### config.mk
export PLATFORM = sky130hd
export DESIGN_NAME = nla_cell
export DESIGN_NICKNAME = d
export VERILOG_FILES = /design/src/rtl/nla_pkg.sv /design/src/rtl/nla_cell.sv
export SDC_FILE = /design/constraint.sdc
export NUM_CORES = 2
export LEC_CHECK = 0
export ABC_CLOCK_PERIOD_IN_PS = 8200
export BUFFER_PORTS_ARGS = -buffer_cell sky130_fd_sc_hd__buf_2
export CELL_PAD_IN_SITES_DETAIL_PLACEMENT = 1
export CELL_PAD_IN_SITES_GLOBAL_PLACEMENT = 2
export CORE_MARGIN = 1
export CORE_UTILIZATION = 40
export CTS_BUF_LIST = sky130_fd_sc_hd__clkbuf_8
export DETAILED_ROUTE_END_ITERATION = 7
export GPL_ROUTABILITY_DRIVEN = 0
export GPL_TIMING_DRIVEN = 1
export HOLD_SLACK_MARGIN = 0.1
export PLACE_DENSITY = 0.91
export SLEW_MARGIN = 0
export SYNTH_ARGS = -nofsm -noshare
export SYNTH_HDL_FRONTEND = slang
export SYNTH_SLANG_ARGS = --single-unit
export TNS_END_PERCENT = 100
### constraint.sdc
create_clock -name clk -period 8.2 [get_ports clk]
set_clock_uncertainty 0.15 [all_clocks]
set_input_delay 0.82 -clock clk [delete_from_list [all_inputs] [get_ports clk]]
set_output_delay 0.82 -clock clk [all_outputs]
set_load 0.005 [all_outputs]
### src/rtl/nla_pkg.sv
`default_nettype none
package nla_pkg;

	localparam int MAX_LANDMARKS_DEF = 64;
	localparam int COORD_BITS_DEF    = 24;
	localparam int FIELD_W           = COORD_BITS_DEF;
	localparam int INDEX_W           = 6;

	localparam logic [1:0] OP_CLEAR  = 2'd0;
	localparam logic [1:0] OP_APPEND = 2'd1;
	localparam logic [1:0] OP_QUERY  = 2'd2;

	typedef enum logic [1:0] {
		TK_NONE,
		TK_APPEND,
		TK_QUERY
	} tok_kind_t;

	typedef struct packed {
		tok_kind_t kind;
		logic      have;
	} tok_ctl_t;

	typedef struct packed {
		logic [1:0]                operation;
		logic signed [FIELD_W-1:0] point_x;
		logic signed [FIELD_W-1:0] point_y;
	} item_t;

	typedef struct packed {
		logic [INDEX_W-1:0] nearest_index;
		logic               found;
	} result_t;

endpackage
`default_nettype wire

### src/rtl/nla_cell.sv
`default_nettype none
module nla_cell #(
	parameter int MAX_LANDMARKS = nla_pkg::MAX_LANDMARKS_DEF,
	localparam int COORD_BITS   = nla_pkg::COORD_BITS_DEF,
	localparam int IDX_W        = (MAX_LANDMARKS > 1) ? $clog2(MAX_LANDMARKS) : 1,
	localparam int CNT_W        = $clog2(MAX_LANDMARKS + 1),
	localparam int D_W          = 2 * COORD_BITS + 2
) (
	input  wire                          clk,
	input  wire                          arst_n,
	input  wire                          adv,
	input  nla_pkg::tok_ctl_t            up_ctl,
	input  wire signed [COORD_BITS-1:0]  up_px,
	input  wire signed [COORD_BITS-1:0]  up_py,
	input  wire        [CNT_W-1:0]       up_rem,
	input  wire        [IDX_W-1:0]       up_pos,
	input  wire        [D_W-1:0]         up_bd,
	input  wire        [IDX_W-1:0]       up_bi,
	output nla_pkg::tok_ctl_t            dn_ctl,
	output logic signed [COORD_BITS-1:0] dn_px,
	output logic signed [COORD_BITS-1:0] dn_py,
	output logic        [CNT_W-1:0]      dn_rem,
	output logic        [IDX_W-1:0]      dn_pos,
	output logic        [D_W-1:0]        dn_bd,
	output logic        [IDX_W-1:0]      dn_bi
);
	import nla_pkg::*;

	logic signed [COORD_BITS-1:0] x_q, y_q;
	logic                         hit;
	logic                         act;
	logic signed [COORD_BITS:0]   dx, dy;
	logic signed [D_W-1:0]        sqx_full, sqy_full;

	tok_ctl_t                     ctl_s1, ctl_s2;
	logic                         act_s1;
	logic signed [COORD_BITS-1:0] px_s1, py_s1, px_s2, py_s2;
	logic [CNT_W-1:0]             rem_s1, rem_s2;
	logic [IDX_W-1:0]             pos_s1, pos_s2;
	logic [D_W-1:0]               bd_s1, bd_s2;
	logic [IDX_W-1:0]             bi_s1, bi_s2;
	logic [D_W-2:0]               sqx_s1, sqy_s1;

	logic [D_W-1:0]               dsq;
	logic                         upd;

	assign act = (up_rem != '0);
	assign hit = (up_ctl.kind == TK_APPEND) && !act;

	assign dx = {up_px[COORD_BITS-1], up_px} - {x_q[COORD_BITS-1], x_q};
	assign dy = {up_py[COORD_BITS-1], up_py} - {y_q[COORD_BITS-1], y_q};
	assign sqx_full = dx * dx;
	assign sqy_full = dy * dy;

	always_ff @(posedge clk) begin
		if (adv && hit) begin
			x_q <= up_px;
			y_q <= up_py;
		end
	end

	always_ff @(posedge clk or negedge arst_n) begin
		if (!arst_n) begin
			ctl_s1 <= '{kind: TK_NONE, have: 1'b0};
			act_s1 <= 1'b0;
			ctl_s2 <= '{kind: TK_NONE, have: 1'b0};
		end else if (adv) begin
			ctl_s1.kind <= hit ? TK_NONE : up_ctl.kind;
			ctl_s1.have <= up_ctl.have;
			act_s1      <= act;
			ctl_s2.kind <= ctl_s1.kind;
			ctl_s2.have <= ctl_s1.have | upd;
		end
	end

	always_ff @(posedge clk) begin
		if (adv) begin
			px_s1  <= up_px;
			py_s1  <= up_py;
			rem_s1 <= act ? up_rem - CNT_W'(1) : up_rem;
			pos_s1 <= up_pos;
			bd_s1  <= up_bd;
			bi_s1  <= up_bi;
			sqx_s1 <= sqx_full[D_W-2:0];
			sqy_s1 <= sqy_full[D_W-2:0];

			px_s2  <= px_s1;
			py_s2  <= py_s1;
			rem_s2 <= rem_s1;
			pos_s2 <= pos_s1 + IDX_W'(1);
			bd_s2  <= upd ? dsq : bd_s1;
			bi_s2  <= upd ? pos_s1 : bi_s1;
		end
	end

	assign dsq = {1'b0, sqx_s1} + {1'b0, sqy_s1};
	assign upd = (ctl_s1.kind == TK_QUERY) && act_s1 && (!ctl_s1.have || (dsq < bd_s1));

	assign dn_ctl = ctl_s2;
	assign dn_px  = px_s2;
	assign dn_py  = py_s2;
	assign dn_rem = rem_s2;
	assign dn_pos = pos_s2;
	assign dn_bd  = bd_s2;
	assign dn_bi  = bi_s2;

endmodule
`default_nettype wire

==> metrics.md <==
| Metric | Value |
|---|---|
| PortBufs | 242 |
| Post-Syn Instances | 5484 |
| Top delay family on crit path | adder cells |
| Max incr delay on CP | between 0.6 and 0.7 ns |
| Synth Cell Area | 57500 sq um |
| Top FF cell, synth | edfxtp_1 |
| Syn avg cell area | around 10 sq um |
| Wl on met1 | between 70 and 80 mm |
| Hold Crit Start | up_px[21] |
| Flop-to-flop setup slack | -1.11 ns |
| Period minus WS final | between 9 and 10 ns |
| Top cells by count, synth | 1399 x inv_1, 1201 x fa_1, 444 x nor2_1 |
| DRT iter0 DRCs | slightly above 3000 |
| # clock sinks | 385 |
| Layout fillers | around 15000 |
| Crit path capture type | flop |
| Area growth syn-to-layout | 29.9% |
| Cell with the most instances after synthesis | inv_1 |
| R2R cell count | 36 |
| Top Metal Used | met4 |
| Core area | 142000 sq um |
| Sequential share of the synthesized area | 0.201 |
| Yosys synthesis warning count | 0 |
| Synth async-reset ratio | 0.0182 |
| Distinct cells, synth | 85 |
| Routed length per instance | approximately 23 um |
| Core Util, Final | 0.525 |
| Vias in the first global route | ~55000 |
| Initial antenna violation count | 8 |
| RSZ-0062 raised after global routing | true |
| Leading area contributor after synthesis | fa_1 |
| Final setup violation count | 59 |
| NumNets Final | 8569 |
| Crit start category | flop |
| DR DRC count | 0 |
| First-pass GRT wire length | between 300 and 400 mm |
| CP arrival | just under 10 ns |
| Critical path's slowest cell | fa_1 |
| Met3 WL | around 12 mm |
| Vias per cell | 5.27 |
| Die area | ~150000 sq um |
| EDFF count, synth | approximately 380 |
| H-tree levels | 3 |
| Worst setup path start | y_q[1] |
| Final WL | 204 mm |
| Die width | around 380 um |
| Hold Path Stages | 1 |
| Pre-CTS WS | -1.89 ns |
| Crit Path Class | reg -> reg |
| FF-to-FF End | sqy_s1[47] |
| Final Hold Viols | 0 |
| CP required | between 8 and 9 ns |
| Height of the die | between 300 and 400 um |
| Top Ports | around 240 |
| Initial Util | 0.404 |
| Start of the worst register-to-register path | y_q[1] |
| Worst-Margin Slew | roughly 1.1 ns |
| Achievable Freq | ~0.11 GHz |
| Worst min-delay path category | in -> reg |
| Worst-case clock buffer depth | 3 |
| Hold Path End | x_q[21] |
| Share of post-route cells with drive strength above 1 | 0.289 |
| Worst setup margin | -1.11 ns |
| Syn_nets | approximately 7200 |
| Top-area cell type share of the netlist area | 0.418 |
| Setup TNS | -41.47 ns |
| CP Max Fanout | 4 |
| Slew headroom | 0.250 |
| Root buffer cell | clkbuf_8 |
| DR pass1 iterations | 8 |
| TritonCTS clock tree | done |
| DP HPWL | around 160 mm |
| GR Overflow Total | 0 |
| #FFs+latches synth | 385 |
| Pins Over Slew Limit | 0 |
| Total GRT Usage | 0.274 |
| Crit path top cell by count | fa_1 |
| Largest cells by area after synthesis | fa_1 42%, edfxtp_1 20%, ha_1 9.3%, inv_1 9.1%, nor2_1 2.9% |
| Worst path bufs/invs | 11 |
| Status | finished with violations |
| Clk slew on worst S/H paths | 0.07 ns |
| Number of CTS-inserted buffers | 72 |
| Met2 Wirelength | 106 mm |
| Largest net degree at the start of global routing | approximately 140 |
| Failing checks | setup timing |
| Num rows | about 140 |
| Max-cap violations | 0 |
| Final ANT Viol Nets | 0 |
| Clock Latency Late Sink | roughly 0.79 ns |
| Crit share post-route | 1.13 |
| DR vias | roughly 46000 |
==> logic make-up after synthesis <==
| family | Yosys count | share of synthesized area |
|---|---|---|
| AOI/OAI and AO/OA | 610 | 0.0706 |
| xor gates and xnor gates | 201 | 0.0311 |
| adders and majority gates | 1629 | 0.512 |
| buffers and inverters | 1548 | 0.101 |
| DFF | 385 | 0.201 |
| muxes | 27 | 0.00531 |
| and+or+nand+nor | 1084 | 0.0794 |
==> final cells by class <==
class	instances	area, sq um	area share
sequential	385	11500	0.154
inverter	1417	5420	0.0727
tap	1890	2360	0.0317
clock inverter	52	308	0.00412
antenna	4	10.0	0.000134
clock buffer	77	1060	0.0142
timing repair buffer	1389	11000	0.147
multi-input combinational	3551	43000	0.576
timing repair inverter	1	8.76	0.000117
==> registers in the layout (all words and copies together) (netlist names) <==
signal / flops
pos_s1: 6
bi_s1: 6
y_q: 24
dn_pos: 6
sqx_s1: 48
x_q: 24
sqy_s1: 48
dn_py: 24
py_s1: 24
rem_s1: 7
ctl_s1: 3
dn_rem: 7
bd_s1: 50
dn_bi: 6
dn_px: 24
px_s1: 24
dn_bd: 50
dn_ctl: 3
act_s1: 1
==> metal layers <==
metal,global-route usage,vias up
li1,-,19500
met2,0.486,1875
met1,0.316,24100
met5,0,-
met4,0.152,0
met3,0.0388,726
==> per-stage QoR <==
| step | cell area, sq um | instances | hold WS (ns) |
|---|---|---|---|
| floorplan | 58700 | 5484 | 0.250 |
| global placement | 69100 | 8430 | 0.251 |
| detailed placement | 69100 | 8430 | 0.255 |
| CTS | 73200 | 8711 | 0.102 |
| global route | 74600 | 8765 | 0.131 |
| finish | 74600 | 8766 | 0.154 |
==> worst max-delay path by stage <==
| stage | endpoint | slack [ns] | depth (start not counted) |
|---|---|---|---|
| global route | sqx_s1[42] | -1.40 | 35 |
| floorplan | sqx_s1[42] | -0.74 | 36 |
| detailed placement | sqx_s1[47] | -1.89 | 37 |
| CTS | sqx_s1[42] | -0.93 | 36 |
| global placement | sqy_s1[46] | -1.51 | 38 |
| finish | sqy_s1[47] | -1.11 | 36 |
==> cells in the final DEF, fill, tap and decap left out, types with 31 or more instances in the layout <==
cell type	instances
edfxtp_1	378
nand3_1	33
buf_12	49
xnor2_1	122
xor2_1	45
a21oi_2	45
buf_2	241
nor2_2	39
a21o_1	109
inv_1	1340
nor2_1	377
nand2_1	367
fa_2	73
nand2_2	43
clkbuf_8	77
ha_4	50
o21ai_0	90
buf_6	65
fa_1	1128
o21bai_1	31
dlygate4sd3_1	88
buf_4	938
inv_2	68
a21oi_1	103
ha_1	373
==> worst reg2reg max path, delay by kind of cell (launching register included) <==
kind            cells  cell delay [ns]
flops               1             0.38
compound gates     11             2.59
simple gates        3             0.24
xor+xnor            2             0.32
fa+ha+maj           9             4.32
buf+inv            11             1.02
==> repair_timing <==
| item | CTS | global route |
|---|---|---|
| hold endpoints to repair | 118 | 0 |
| hold buffers | 88 | 0 |
| cloned | 2 | 0 |
| pin swaps | 168 | 247 |
| resized for setup | 291 | 267 |
| endpoints found under the setup margin | 61 | 66 |
| buffers inserted | 66 | 56 |
Power is left out: the tool's default activity adds up to more than one toggle a clock period on the data nets, which glitch-free logic cannot reach.
